<file path="src/hdl/hexcrc_pkg.sv">
`timescale 1ns / 1ps
`default_nettype none
// ----------------------------------------------------------------------------
// hexcrc_pkg
// Shared types, register indexes and character decoding for the hex text CRC
// checker.
// ----------------------------------------------------------------------------
package hexcrc_pkg;

   // Configuration register indexes
   localparam int CSR_INDEX_W = 1;
   typedef enum logic [CSR_INDEX_W-1:0] {
      CSR_GENERATOR   = 1'b0,
      CSR_VERIFY_MODE = 1'b1
   } csr_index_type;

   localparam int CSR_DATA_W   = 16;
   localparam int CHAR_W       = 8;
   localparam int NIBBLE_W     = 4;
   localparam int CRC_OUT_W    = 16;
   localparam int RSP_DATA_W   = 24;   // crc_value, format_error, check_pass, zero pad
   localparam logic [CSR_DATA_W-1:0] GENERATOR_RESET = 16'h0589;

   // ASCII codes bounding the data characters
   localparam logic [CHAR_W-1:0] ASCII_0 = 8'h30;
   localparam logic [CHAR_W-1:0] ASCII_9 = 8'h39;
   localparam logic [CHAR_W-1:0] ASCII_A = 8'h41;
   localparam logic [CHAR_W-1:0] ASCII_F = 8'h46;
   localparam logic [NIBBLE_W-1:0] NIBBLE_A = 4'hA;

   // Decoded character: data flag plus its four-bit value
   typedef struct packed {
      logic                is_data;
      logic [NIBBLE_W-1:0] nibble;
   } hex_digit_type;

   // Uppercase hex digits only; everything else is a format error
   function automatic hex_digit_type decode_hex(input logic [CHAR_W-1:0] ch);
      hex_digit_type d;
      logic [CHAR_W-1:0] ofs;
      d   = '{is_data: 1'b0, nibble: '0};
      ofs = '0;
      if (ch inside {[ASCII_0:ASCII_9]}) begin
         ofs      = ch - ASCII_0;
         d.is_data = 1'b1;
         d.nibble = ofs[NIBBLE_W-1:0];
      end else if (ch inside {[ASCII_A:ASCII_F]}) begin
         ofs      = ch - ASCII_A;
         d.is_data = 1'b1;
         d.nibble = ofs[NIBBLE_W-1:0] + NIBBLE_A;
      end
      return d;
   endfunction

endpackage
`default_nettype wire

</file>
<file path="src/hdl/hexcrc_step.sv">
`timescale 1ns / 1ps
`default_nettype none
// ----------------------------------------------------------------------------
// hexcrc_step
// One character of CRC work: decodes the ASCII digit and shifts its four bits
// MSB first through the CRC remainder.
// ----------------------------------------------------------------------------
module hexcrc_step #(
   parameter int CRC_WIDTH = 16
) (
   input  wire logic [hexcrc_pkg::CHAR_W-1:0] hex_char,
   input  wire logic [CRC_WIDTH-1:0]          remainder,
   input  wire logic [CRC_WIDTH-1:0]          generator,
   output logic                               is_data,
   output logic [CRC_WIDTH-1:0]               remainder_next
);
   import hexcrc_pkg::*;

   hex_digit_type digit;

   always_comb begin
      logic [CRC_WIDTH-1:0] r;
      logic                 fb;
      digit = decode_hex(hex_char);
      r     = remainder;
      // Four dependent LFSR steps, nibble MSB first
      for (int b = NIBBLE_W - 1; b >= 0; b--) begin
         fb = r[CRC_WIDTH-1] ^ digit.nibble[b];
         r  = {r[CRC_WIDTH-2:0], 1'b0} ^ (fb ? generator : '0);
      end
      // Non-data characters leave the remainder alone
      is_data        = digit.is_data;
      remainder_next = digit.is_data ? r : remainder;
   end

endmodule
`default_nettype wire

</file>
<file path="src/hdl/hex_text_crc16_check.sv">
`timescale 1ns / 1ps
`default_nettype none
// ----------------------------------------------------------------------------
// hex_text_crc16_check
// MSB-first CRC over a message written as ASCII hex text, with compute and
// verify modes.
// ----------------------------------------------------------------------------
// One character is taken per clock cycle unless rsp back-pressure stalls it,
// and each yields one response. The response is registered: a request passes
// through the input register and then the response register to reach rsp.
// The decode and four-bit CRC update run combinationally from the input
// register into the remainder and the response register. The loop through
// the remainder register sets the rate of one character per cycle. req_tlast
// ends a message; its response carries rsp_tlast and the running remainder
// and error flag clear for the next one.
// Only '0'-'9' and 'A'-'F' are data; any other byte sets a sticky format
// error for the rest of the message. csr writes (index 0 generator,
// index 1 verify mode) must be made while no request is in flight.
// ----------------------------------------------------------------------------
module hex_text_crc16_check #(
   parameter int CRC_WIDTH = 16
) (
   input  wire logic                                clock,
   input  wire logic                                reset,
   // Request stream
   input  wire logic                                req_tvalid,
   output logic                                     req_tready,
   input  wire logic [hexcrc_pkg::CHAR_W-1:0]       req_tdata,   // [7:0] hex_char
   input  wire logic                                req_tlast,   // last_char
   // Response stream
   output logic                                     rsp_tvalid,
   input  wire logic                                rsp_tready,
   output logic [hexcrc_pkg::RSP_DATA_W-1:0]        rsp_tdata,   // [15:0] crc_value,
                                                                 // [16] format_error,
                                                                 // [17] check_pass
   output logic                                     rsp_tlast,   // message_end
   // Configuration writes
   input  wire logic                                csr_valid,
   output logic                                     csr_ready,
   input  wire logic [hexcrc_pkg::CSR_INDEX_W-1:0]  csr_index,
   input  wire logic [hexcrc_pkg::CSR_DATA_W-1:0]   csr_wdata
);
   import hexcrc_pkg::*;

   localparam int PAD_W = RSP_DATA_W - CRC_OUT_W - 2;

   // Configuration registers
   logic [CSR_DATA_W-1:0] generator_ff;
   logic                  verify_mode_ff;

   // Input stage
   logic              s1_valid_ff;
   logic [CHAR_W-1:0] s1_char_ff;
   logic              s1_last_ff;

   // Running state
   logic [CRC_WIDTH-1:0] rem_ff, rem_in;
   logic                 bad_ff, bad_in;

   // Response register
   logic                 out_valid_ff;
   logic [CRC_OUT_W-1:0] out_crc_ff;
   logic                 out_err_ff;
   logic                 out_pass_ff;
   logic                 out_last_ff;

   logic                 advance;
   logic                 is_data;
   logic [CRC_WIDTH-1:0] rem_next;
   logic [CRC_WIDTH-1:0] gen_w;
   logic                 err_next;
   logic                 pass_next;

   // Handshakes
   assign csr_ready  = 1'b1;
   assign advance    = s1_valid_ff && (!out_valid_ff || rsp_tready);
   assign req_tready = !s1_valid_ff || advance;

   // Configuration write port
   always_ff @(posedge clock) begin
      if (reset) begin
         generator_ff   <= GENERATOR_RESET;
         verify_mode_ff <= 1'b0;
      end else if (csr_valid && csr_ready) begin
         case (csr_index_type'(csr_index))
            CSR_GENERATOR:   generator_ff   <= csr_wdata;
            CSR_VERIFY_MODE: verify_mode_ff <= csr_wdata[0];
            default: ;
         endcase
      end
   end

   // Input register
   always_ff @(posedge clock) begin
      if (reset) begin
         s1_valid_ff <= 1'b0;
      end else if (req_tready) begin
         s1_valid_ff <= req_tvalid;
      end
   end

   always_ff @(posedge clock) begin
      if (req_tvalid && req_tready) begin
         s1_char_ff <= req_tdata;
         s1_last_ff <= req_tlast;
      end
   end

   // Generator resized to the CRC width; bits above 16 are zero
   assign gen_w = CRC_WIDTH'(32'(generator_ff));

   hexcrc_step #(
      .CRC_WIDTH(CRC_WIDTH)
   ) u_step (
      .hex_char       (s1_char_ff),
      .remainder      (rem_ff),
      .generator      (gen_w),
      .is_data        (is_data),
      .remainder_next (rem_next)
   );

   // Result and next state for the character in the input register
   always_comb begin
      err_next  = bad_ff || !is_data;
      pass_next = s1_last_ff && verify_mode_ff && (rem_next == '0) && !err_next;
      rem_in    = rem_ff;
      bad_in    = bad_ff;
      if (advance) begin
         rem_in = s1_last_ff ? '0 : rem_next;
         bad_in = s1_last_ff ? 1'b0 : err_next;
      end
   end

   always_ff @(posedge clock) begin
      if (reset) begin
         rem_ff <= '0;
         bad_ff <= 1'b0;
      end else begin
         rem_ff <= rem_in;
         bad_ff <= bad_in;
      end
   end

   // Response register
   always_ff @(posedge clock) begin
      if (reset) begin
         out_valid_ff <= 1'b0;
      end else if (advance) begin
         out_valid_ff <= 1'b1;
      end else if (rsp_tready) begin
         out_valid_ff <= 1'b0;
      end
   end

   always_ff @(posedge clock) begin
      if (advance) begin
         out_crc_ff  <= CRC_OUT_W'(32'(rem_next));
         out_err_ff  <= err_next;
         out_pass_ff <= pass_next;
         out_last_ff <= s1_last_ff;
      end
   end

   assign rsp_tvalid = out_valid_ff;
   assign rsp_tdata  = {{PAD_W{1'b0}}, out_pass_ff, out_err_ff, out_crc_ff};
   assign rsp_tlast  = out_last_ff;

   // A message end leaves the running state cleared
   assert property (@(posedge clock) disable iff (reset)
      (advance && s1_last_ff) |=> (rem_ff == '0 && !bad_ff))
      else $error("state not cleared after message end");

   // A pass is only reported on an error-free final character in verify mode
   assert property (@(posedge clock) disable iff (reset)
      (rsp_tvalid && out_pass_ff) |-> (out_last_ff && !out_err_ff && verify_mode_ff))
      else $error("check_pass without verify mode, message end or clean message");

   // An empty input register always takes a request
   assert property (@(posedge clock) disable iff (reset)
      !s1_valid_ff |-> req_tready)
      else $error("request stalled with empty input register");

   // A request held in the input register moves on as soon as the response slot frees
   assert property (@(posedge clock) disable iff (reset)
      (s1_valid_ff && (!rsp_tvalid || rsp_tready)) |=> rsp_tvalid)
      else $error("response register not loaded");

endmodule
`default_nettype wire

</file>
<file path="config.mk">
export PLATFORM = sky130hd
export DESIGN_NAME = hex_text_crc16_check
export DESIGN_NICKNAME = d
export VERILOG_FILES = /design/src/hdl/hexcrc_pkg.sv /design/src/hdl/hexcrc_step.sv /design/src/hdl/hex_text_crc16_check.sv
export SDC_FILE = /design/constraint.sdc
export NUM_CORES = 1
export LEC_CHECK = 0
export BUFFER_PORTS_ARGS = -buffer_cell sky130_fd_sc_hd__buf_2
export CORE_MARGIN = 2
export CORE_UTILIZATION = 53
export CTS_CLUSTER_DIAMETER = 30
export CTS_CLUSTER_SIZE = 16
export DETAILED_ROUTE_END_ITERATION = 10
export GPL_TIMING_DRIVEN = 0
export PLACE_DENSITY = 0.85
export SYNTH_ARGS = -nofsm -noshare
export SYNTH_HDL_FRONTEND = slang
export SYNTH_SLANG_ARGS = --single-unit
</file>
<file path="constraint.sdc">
create_clock -name clock -period 3.87 [get_ports clock]
set_input_delay 0.387 -clock clock [delete_from_list [all_inputs] [get_ports clock]]
set_output_delay 0.387 -clock clock [all_outputs]
set_load 0.005 [all_outputs]
</file>
==> out/results.tsv, run 1 <==
metric	value	unit
outcome	complete, but fails checks	
failing checks	setup timing	
Sum Neg Setup Slack	-0.3223	ns
critical path fanouts, max	4	
num rows	33	
Fin Hold WS	0.2084	ns
post-layout util	0.7060	
Peak VDD IR	0.2219	mV
fraction of layout cells with a size suffix above 1	0.2903	
Final min period	4.192	ns
I/O Buffers	50	
starting density of the core	0.5467	
largest net degree at the start of global routing	23	
M1 GR Usage	0.4173	
nets	688	
Top FF cell, synth	dfxtp_1	
met2 Use GR	0.5278	
Synth area leader	edfxtp_1	
vias in the first global route	4334	
Crit. End Element	register	
Post-CTS Hold Fix Bufs	0	
HPWL after DPL	10.11	mm
Clock transition at path regs	0.07	ns
P&R area growth vs syn	29.14	%
Antenna diodes	0	
Worst Path Class, Setup	register to register	
asr flop ratio synth	0	
register area share after synthesis	0.3476	
Die X	96.06	um
Max clock buf depth	2	
Fillers	627	
Synth top cells by count	89 x nand2_1, 39 x nor2_1, 36 x dfxtp_1	
DR DRC count	0	
GRT Util Overall	0.3221	
FF+latch count, synth	64	
via count	4827	
DR iter-0 viols	510	
Clock Sinks	64	
Cell variety after synth	71	
CTS Buf Count	9	
final WL	14.75	mm
final hold vios	0	
GRT overflow	0	
most numerous cell in the Yosys netlist	nand2_1	
WP data required	4.06	ns
setup ws final	-0.3223	ns
die area	0.009228	mm^2
Max Cap Violations	0	
post-synth top area share	0.1872	
period utilization	1.083	
Routed Antenna Nets	0	
yosys warns	0	
startpoint types	register	
met3 GRT Util	0.06656	
PwrDens	284.8	mW/mm^2
mapped cell area	0.004492	mm^2
Critical Path AT	4.38	ns
Mapped Avg Cell Area	8.108	um^2
DR pass1 iterations	6	
Final GP Congestion	0.9292	
final setup fails	1	
cells after synthesis	554	
worst-margin pin slew	0.8425	ns
number of flops mapped to enable cells by yosys	28	
H-tree depth	3	
DIE HEIGHT	96.06	um
busiest metal layer after global routing	met2	
Clock Skews	0.01263	ns
hold crit path type	input pin to register	
RSZ-0062 raised after global routing	true	
CTS tree	built	
P_leak	2.161	nW
I/O pins	59	
worst skew pair latency	0.36	ns
Placeable Area	0.008217	mm^2
initial antenna violation count	0	
Final Non-Filler Cells	763	
maximum achievable frequency	238.5	MHz
Max Transition Viols Final	0	
Slew HR	0.4377	
dominant cells by area after synthesis	edfxtp_1 19%, dfxtp_1 16%, nand2_1 7.4%, xnor2_1 5.3%, a21oi_1 3.6%	
WL/cell	19.33	um
root buffer cell	clkbuf_8	
dpl cells	714	
vias per std cell	6.326	
global-route wire length before repair	22.21	mm
==> per-stage QoR <==
step,instance area (um^2),power [mW],setup WS [ns]
2_1_floorplan,4518,0.9058,-0.2093
3_3_place_gp,4900,0.9765,-1.099
3_5_place_dp,4900,0.9824,-1.083
4_1_cts,5404,1.619,-0.5123
5_1_grt,5801,1.703,-0.4763
6_report,5801,1.652,-0.3223
==> registers in the layout (all words and copies together), names as in the netlist <==
register        count
out_pass_ff         1
s1_valid_ff         1
out_err_ff          1
gen_w              16
s1_char_ff          8
rsp_tvalid          1
out_crc_ff         16
rem_ff             16
bad_ff              1
s1_last_ff          1
verify_mode_ff      1
rsp_tlast           1
==> report_power, final <==
group	internal (mW)	total (mW)	switching, mW	leakage, nW
Combinational	0.108	0.270	0.162	1.51
Clock	0.358	0.631	0.273	0.102
Sequential	0.732	0.751	0.0193	0.553
==> worst max-delay path, cell delays in order, from the launching register on <==
cell	delay [ns]
edfxtp_1	0.46
ha_2	0.23
nand2b_4	0.14
o2111a_2	0.28
a221o_1	0.34
buf_4	0.15
and4_2	0.29
xnor2_4	0.18
buf_4	0.15
buf_4	0.13
a21oi_1	0.16
o22ai_1	0.12
a22oi_2	0.28
o21a_1	0.17
o31ai_2	0.08
or4_4	0.61
nor4_4	0.27
==> layer usage <==
layer | share of wire | up-vias | wire length (um)
met5 | 0 | - | 0
met4 | 0.024 | 0 | 359
met3 | 0.098 | 43 | 1446
met2 | 0.48 | 280 | 7085
met1 | 0.40 | 2302 | 5859
li1 | - | 2202 | -
==> layout make-up <==
cell class,instances,area (um^2),area share
inverters,13,48.80,0.008412
plain buffers,51,279.0,0.04810
flip-flops and latches,64,1562,0.2692
multi-input cells,428,3039,0.5239
repair buffers,86,536.8,0.09254
clock inverters,5,72.57,0.01251
well taps,105,131.4,0.02265
clock buffers,11,131.4,0.02265
==> worst paths after layout <==
path / startpoint / endpoint / slack (ns) / cells after the start
worst max-delay path: s1_char_ff[0] / out_pass_ff / -0.32 / 16
worst min-delay path: req_tdata[1] / s1_char_ff[1] / 0.21 / 1
worst max register to register: s1_char_ff[0] / out_pass_ff / -0.32 / 16
worst min register to register: verify_mode_ff / verify_mode_ff / 0.49 / 2
==> layout by cell type, fill, tap and decap left out, drive strengths merged, types with 3 or more instances in the layout <==
cell and n:
nand2 89, o31ai 9, nand4 14, nor4 3, nor2b 4, ha 4, nor2 39, o21bai 3
nand3b 3, edfxtp 28, xnor2 30, or2 3, o21a 3, o21ai 16, or3 5, clkbuf 40
and3 4, nand3 25, a21oi 32, clkinv 3, a22oi 22, nor3 19, nand2b 5, o22ai 13
buf 108, and2 3, xor2 10, a211o 4, dfxtp 36, inv 13, conb 7, mux2i 3
and4 5, a211oi 7, a31oi 5, a31o 5
==> repair_timing <==
item	CTS	global route
pin swaps	15	27
hold endpoints to repair	0	0
setup endpoints to repair	29	24
buffers inserted	17	19
resized for setup	41	59
==> kinds of logic after synthesis <==
| kind of cell | Yosys count | share of synthesized area |
|---|---|---|
| AO/OA/AOI/OAI | 144 | 0.2256 |
| XOR/XNOR | 42 | 0.09582 |
| adder cells (fa/ha/maj) | 4 | 0.01114 |
| buffers and inverters | 67 | 0.06908 |
| flip-flops | 64 | 0.3476 |
| multiplexers | 3 | 0.006686 |
| other | 2 | 0.001672 |
| AND/OR/NAND/NOR | 228 | 0.2423 |
Power figures use the tool's default switching activity.
==> inputs of run 2 (changes only) <==
--- a/config.mk
+++ b/config.mk
@@ -5,9 +5,10 @@
 export SDC_FILE = /design/constraint.sdc
 export NUM_CORES = 1
 export LEC_CHECK = 0
+export ABC_AREA = 1
 export BUFFER_PORTS_ARGS = -buffer_cell sky130_fd_sc_hd__buf_2
 export CORE_MARGIN = 2
-export CORE_UTILIZATION = 53
+export CORE_UTILIZATION = 52
 export CTS_CLUSTER_DIAMETER = 30
 export CTS_CLUSTER_SIZE = 16
 export DETAILED_ROUTE_END_ITERATION = 10
@@ -16,3 +17,4 @@
 export SYNTH_ARGS = -nofsm -noshare
 export SYNTH_HDL_FRONTEND = slang
 export SYNTH_SLANG_ARGS = --single-unit
+export TNS_END_PERCENT = 20
==> constraint.sdc (replaced) <==
create_clock -name clock -period 3.65 [get_ports clock]
set_input_delay 0.365 -clock clock [delete_from_list [all_inputs] [get_ports clock]]
set_output_delay 0.365 -clock clock [all_outputs]
set_load 0.005 [all_outputs]
==> out/results.tsv, run 2 <==
metric	value	unit
WL/cell	13.27	um
H-tree depth	3	
Routed Antenna Nets	0	
P&R area growth vs syn	17.31	%
PwrDens	365.9	mW/mm^2
I/O pins	59	
num rows	32	
DR pass1 iterations	5	
die area	0.008493	mm^2
final WL	10.24	mm
Clock transition at path regs	0.08	ns
complex-gate fraction of the synthesized area	0.07245	
CP Buf/Inv Count	3	
Sum Neg Setup Slack	0	ns
global-route wire length before repair	16.88	mm
P_int	1.256	mW
largest net degree at the start of global routing	21	
Crit. End Element	register	
most numerous cell in the Yosys netlist	nand2_1	
FF+latch count, synth	64	
root buffer cell	clkbuf_8	
outcome	finished, final reports clean	
period utilization	0.9181	
Worst Path Class, Setup	register to register	
Synth Area in Simple Gates	0.3359	
final hold vios	0	
slowest CP cell	edfxtp_1	
GRT Util Overall	0.2513	
yosys warns	0	
Clock Skews	0.01154	ns
switching power	0.4787	mW
initial antenna violation count	0	
vias per std cell	5.131	
mux contribution to synthesized area	0	
maximum achievable frequency	298.4	MHz
dominant cells by area after synthesis	edfxtp_1 21%, nand2_1 19%, dfxtp_1 18%, nand3_1 8.4%, inv_1 7.2%	
Cell variety after synth	29	
RSZ-0062 raised after global routing	false	
Max clock buf depth	2	
worst-margin pin slew	0.7053	ns
number of flops mapped to enable cells by yosys	28	
register area share after synthesis	0.3864	
Post-CTS Hold Fix Bufs	0	
WP data required	3.76	ns
Final min period	3.351	ns
part of the power in registers	0.465	
DR DRC count	0	
CTS tree	built	
Synth area leader	edfxtp_1	
cells after synthesis	592	
Placeable Area	0.007647	mm^2
Fillers	710	
CTS Buf Count	9	
Logic pwr share	0.129	
startpoint types	register	
final setup fails	0	
Antenna diodes	0	
Die X	92.16	um
hold crit path type	input pin to register	
Max Transition Viols Final	0	
Final GP Congestion	0.9268	
cell family with most CP delay	simple AND/OR/NAND/NOR gates	
Clock Sinks	64	
DIE HEIGHT	92.16	um
delay of the slowest critical-path stage	0.48	ns
Critical Path AT	3.46	ns
DR iter-0 viols	212	
Synth top cells by count	203 x nand2_1, 77 x inv_1, 68 x nand3_1	
asr flop ratio synth	0	
Mapped Avg Cell Area	6.827	um^2
mapped cell area	0.004041	mm^2
nets	699	
Slew HR	0.5293	
I/O Buffers	51	
Peak VDD IR	0.2030	mV
Switching Share	0.2759	
worst skew pair latency	0.35	ns
total power draw	1.735	mW
Clk pwr share	0.406	
Top FF cell, synth	dfxtp_1	
most used cell, CP	nand2_1	
HPWL after DPL	7.761	mm
P_leak	2.260	nW
post-synth top area share	0.2080	
critical path fanouts, max	9	
xor/xnor share of the synthesized area	0.07152	
most frequent cells in the layout	199 x nand2_1, 76 x inv_1, 67 x nand3_1	
most common cell after layout, fill and taps aside	nand2_1	
vias in the first global route	3786	
GRT overflow	0	
fraction of layout cells with a size suffix above 1	0.1704	
starting density of the core	0.5285	
via count	3956	
Post-Synth Adder-Cell Area	0.01238	
largest family of logic cells by synthesized area	simple AND/OR/NAND/NOR gates	
Max Cap Violations	0	
==> run 2: changes by cell type in the layout (fill, tap and decap cells not counted), sizes merged, moves of 9 or more <==
cell,previous run,this run
nand2,89,210
inv,13,88
nand3,25,70
buf,108,72
a22oi,22,0
clkbuf,40,20
nor3,19,0
xnor2,30,16
o22ai,13,0
nand4,14,3
o31ai,9,0
==> run 2: cell families (layout without fill, tap and decap cells) <==
family	after synthesis	count (layout)
compound gates	56	56
xor+xnor	33	33
fa+ha+maj	4	4
buf+inv	113	185
flops	64	64
other cells	2	7
simple gates	320	320
==> run 2: worst paths after layout <==
kind | from | cells past startpoint | slack, ns | end
max | s1_char_ff[1] | 25 | 0.30 | out_pass_ff
min | req_tdata[1] | 1 | 0.18 | s1_char_ff[1]
max reg2reg | s1_char_ff[1] | 25 | 0.30 | out_pass_ff
min reg2reg | rem_ff[7] | 2 | 0.47 | rem_ff[7]
==> run 2: worst reg2reg max path, stage by stage (launching register included) <==
cell and delay [ns]:
edfxtp_1 0.48, inv_2 0.10, ha_1 0.17, nand3_1 0.09, nand2_1 0.07, inv_2 0.04, nand2_1 0.11, nand2_4 0.10
nand2_1 0.11, nand2_1 0.09, nand2_4 0.12, nand3_2 0.13, nand2_4 0.15, nand2_1 0.08, nand2_2 0.11, nand3_2 0.14
nand2_4 0.14, inv_2 0.06, nor2_4 0.21, nand3_1 0.11, nand3_1 0.13, nand2_1 0.10, nand2_1 0.09, nor2_1 0.04
nand2_1 0.08, nor2_1 0.06
==> run 2: metrics by stage <==
| stage | cell area [um^2] | instances | worst slack, ns | util | hold slack, ns |
|---|---|---|---|---|---|
| global placement | 4443 | 750 | 0.4268 | 0.5810 | 0.4556 |
| detailed placement | 4443 | 750 | 0.2996 | 0.5810 | 0.4597 |
| floorplan | 4060 | 597 | 0.9018 | - | 0.4392 |
| CTS | 4669 | 766 | 0.2538 | 0.6106 | 0.1702 |
| global route | 4741 | 771 | 0.004216 | 0.6199 | 0.1695 |
| finish | 4741 | 771 | 0.2989 | 0.6199 | 0.1802 |
==> run 2: power by group through the flow <==
stage          clock network [mW]  logic (mW)  registers (mW)
3_3_place_gp                    0       0.206           0.822
4_1_cts                     0.714       0.213           0.807
3_5_place_dp                    0       0.212           0.823
6_report                    0.705       0.223           0.807
2_1_floorplan                   0       0.146           0.817
5_1_grt                     0.735       0.252           0.810
==> run 2: layout make-up <==
| type | count | area (um^2) | area share |
|---|---|---|---|
| Buffer | 27 | 163.9 | 0.03457 |
| Sequential cell | 64 | 1562 | 0.3294 |
| Clock buffer | 9 | 123.9 | 0.02613 |
| Tap cell | 102 | 127.6 | 0.02692 |
| Timing Repair Buffer | 56 | 292.8 | 0.06176 |
| Inverter | 86 | 322.8 | 0.06809 |
| Clock inverter | 7 | 102.6 | 0.02164 |
| Multi-Input combinational cell | 420 | 2046 | 0.4315 |
==> run 2: per-layer routing <==
| layer | vias to the layer above | GRT usage | part of all wire |
|---|---|---|---|
| met5 | - | 0 | 0 |
| met4 | 0 | 0.1144 | 0.037 |
| met3 | 33 | 0.04848 | 0.054 |
| met2 | 135 | 0.4412 | 0.49 |
| met1 | 1807 | 0.2962 | 0.42 |
| li1 | 1981 | - | - |
==> run 2: timing repair <==
item / in CTS / in global routing
endpoints found under the hold margin: 0 / 0
buffers inserted: 0 / 5
endpoints found under the setup margin: 0 / 1
gates resized for setup: 0 / 10
==> inputs of run 3 (changes only) <==
--- a/config.mk
+++ b/config.mk
@@ -13,7 +13,7 @@
 export CTS_CLUSTER_SIZE = 16
 export DETAILED_ROUTE_END_ITERATION = 10
 export GPL_TIMING_DRIVEN = 0
-export PLACE_DENSITY = 0.85
+export PLACE_DENSITY = 0.77
 export SYNTH_ARGS = -nofsm -noshare
 export SYNTH_HDL_FRONTEND = slang
 export SYNTH_SLANG_ARGS = --single-unit
==> out/results.tsv, run 3 (synthesis gave the netlist of run 2 again) <==
metric	value	unit
outcome	finished, final reports clean	
Max Transition Viols Final	0	
most used cell, CP	nand2_1	
PwrDens	363.4	mW/mm^2
GRT Util Overall	0.2577	
slowest CP cell	edfxtp_1	
DP Area	0.004443	mm^2
Crit. End Element	register	
WL/cell	13.48	um
delay of the slowest critical-path stage	0.48	ns
Final GP Congestion	0.9226	
I/O Buffers	51	
P&R area growth vs syn	17.49	%
DR DRC count	0	
fraction of layout cells with a size suffix above 1	0.1731	
final WL	10.41	mm
root buffer cell	clkbuf_8	
Worst Hold Launch	req_tlast	
Peak VDD IR	0.2442	mV
Die X	92.16	um
DR iter-0 viols	164	
Placeable Area	0.007647	mm^2
DR pass1 iterations	5	
Worst Path Class, Setup	register to register	
final setup fails	0	
Max clock buf depth	2	
Sum Neg Setup Slack	0	ns
via count	3945	
DIE HEIGHT	92.16	um
CP Buf/Inv Count	5	
largest net degree at the start of global routing	21	
die area	0.008493	mm^2
H-tree depth	3	
Clock Skews	0.01137	ns
final hold vios	0	
Clock Sinks	64	
Final min period	3.284	ns
DRT met1 WL	4.303	mm
HPWL after DPL	7.742	mm
CTS tree	built	
Routed Antenna Nets	0	
I/O pins	59	
starting density of the core	0.5285	
critical path fanouts, max	10	
cell family with most CP delay	simple AND/OR/NAND/NOR gates	
Antenna diodes	0	
vias in the first global route	3632	
hold crit path type	input pin to register	
startpoint types	register	
worst skew pair latency	0.36	ns
Critical Path Source	s1_char_ff[1]	
most common cell after layout, fill and taps aside	nand2_1	
Clock transition at path regs	0.07	ns
nets	700	
num rows	32	
DR top layer	met4	
RSZ-0062 raised after global routing	false	
Critical Path AT	3.49	ns
GRT overflow	0	
metal2 WL	5.284	mm
CTS Buf Count	9	
WP data required	3.86	ns
global-route wire length before repair	16.97	mm
maximum achievable frequency	304.5	MHz
worst-margin pin slew	0.7124	ns
met3 wire len	457	um
final instance area	0.004748	mm^2
P_leak	2.259	nW
most frequent cells in the layout	201 x nand2_1, 75 x inv_1, 65 x nand3_1	
vias per std cell	5.110	
Post-CTS Hold Fix Bufs	0	
worst r2r src	s1_char_ff[1]	
initial antenna violation count	0	
period utilization	0.8997	
Slew HR	0.5245	
Max Cap Violations	0	
run 3: timing repair:
item | CTS | global route
endpoints found under the setup margin | 0 | 1
buffers inserted | 0 | 6
resized for setup | 0 | 12
run 3: final timing paths:
kind                 end  slack [ns]  cells after the start
max          out_pass_ff        0.37                     27
min           s1_last_ff        0.18                      1
max reg2reg  out_pass_ff        0.37                     27
min reg2reg    rem_ff[6]        0.47                      2
run 3: power breakdown:
part	leakage [nW]	switching, mW	total, mW	internal (mW)
logic	1.59	0.141	0.223	0.0825
clock network	0.114	0.292	0.695	0.403
registers	0.555	0.0263	0.808	0.781
total	2.26	0.459	1.73	1.27
run 3: metrics by stage:
step | total power, mW | cells | util | hold WS, ns | setup WS, ns
global route | 1.790 | 772 | 0.6209 | 0.1771 | 0.01209
floorplan | 0.9624 | 597 | - | 0.4392 | 0.9018
CTS | 1.720 | 766 | 0.6098 | 0.1769 | 0.2538
finish | 1.726 | 772 | 0.6209 | 0.1838 | 0.3661
detailed placement | 1.036 | 750 | 0.5810 | 0.4594 | 0.2734
global placement | 1.029 | 750 | 0.5810 | 0.4532 | 0.4423
run 3: cell type report:
type / count / area, um^2
Fill cell: 711 / 2899
Multi-Input combinational cell: 420 / 2053
Sequential cell: 64 / 1562
Inverter: 86 / 325.3
Timing Repair Buffer: 57 / 300.3
Buffer: 27 / 160.2
Clock buffer: 11 / 141.4
Tap cell: 102 / 127.6
Clock inverter: 5 / 78.83
run 3: layer usage:
metal,vias to the layer above,track usage
met5,-,0
met4,0,0.1343
met3,26,0.03287
met2,121,0.4577
met1,1813,0.3030
li1,1985,-
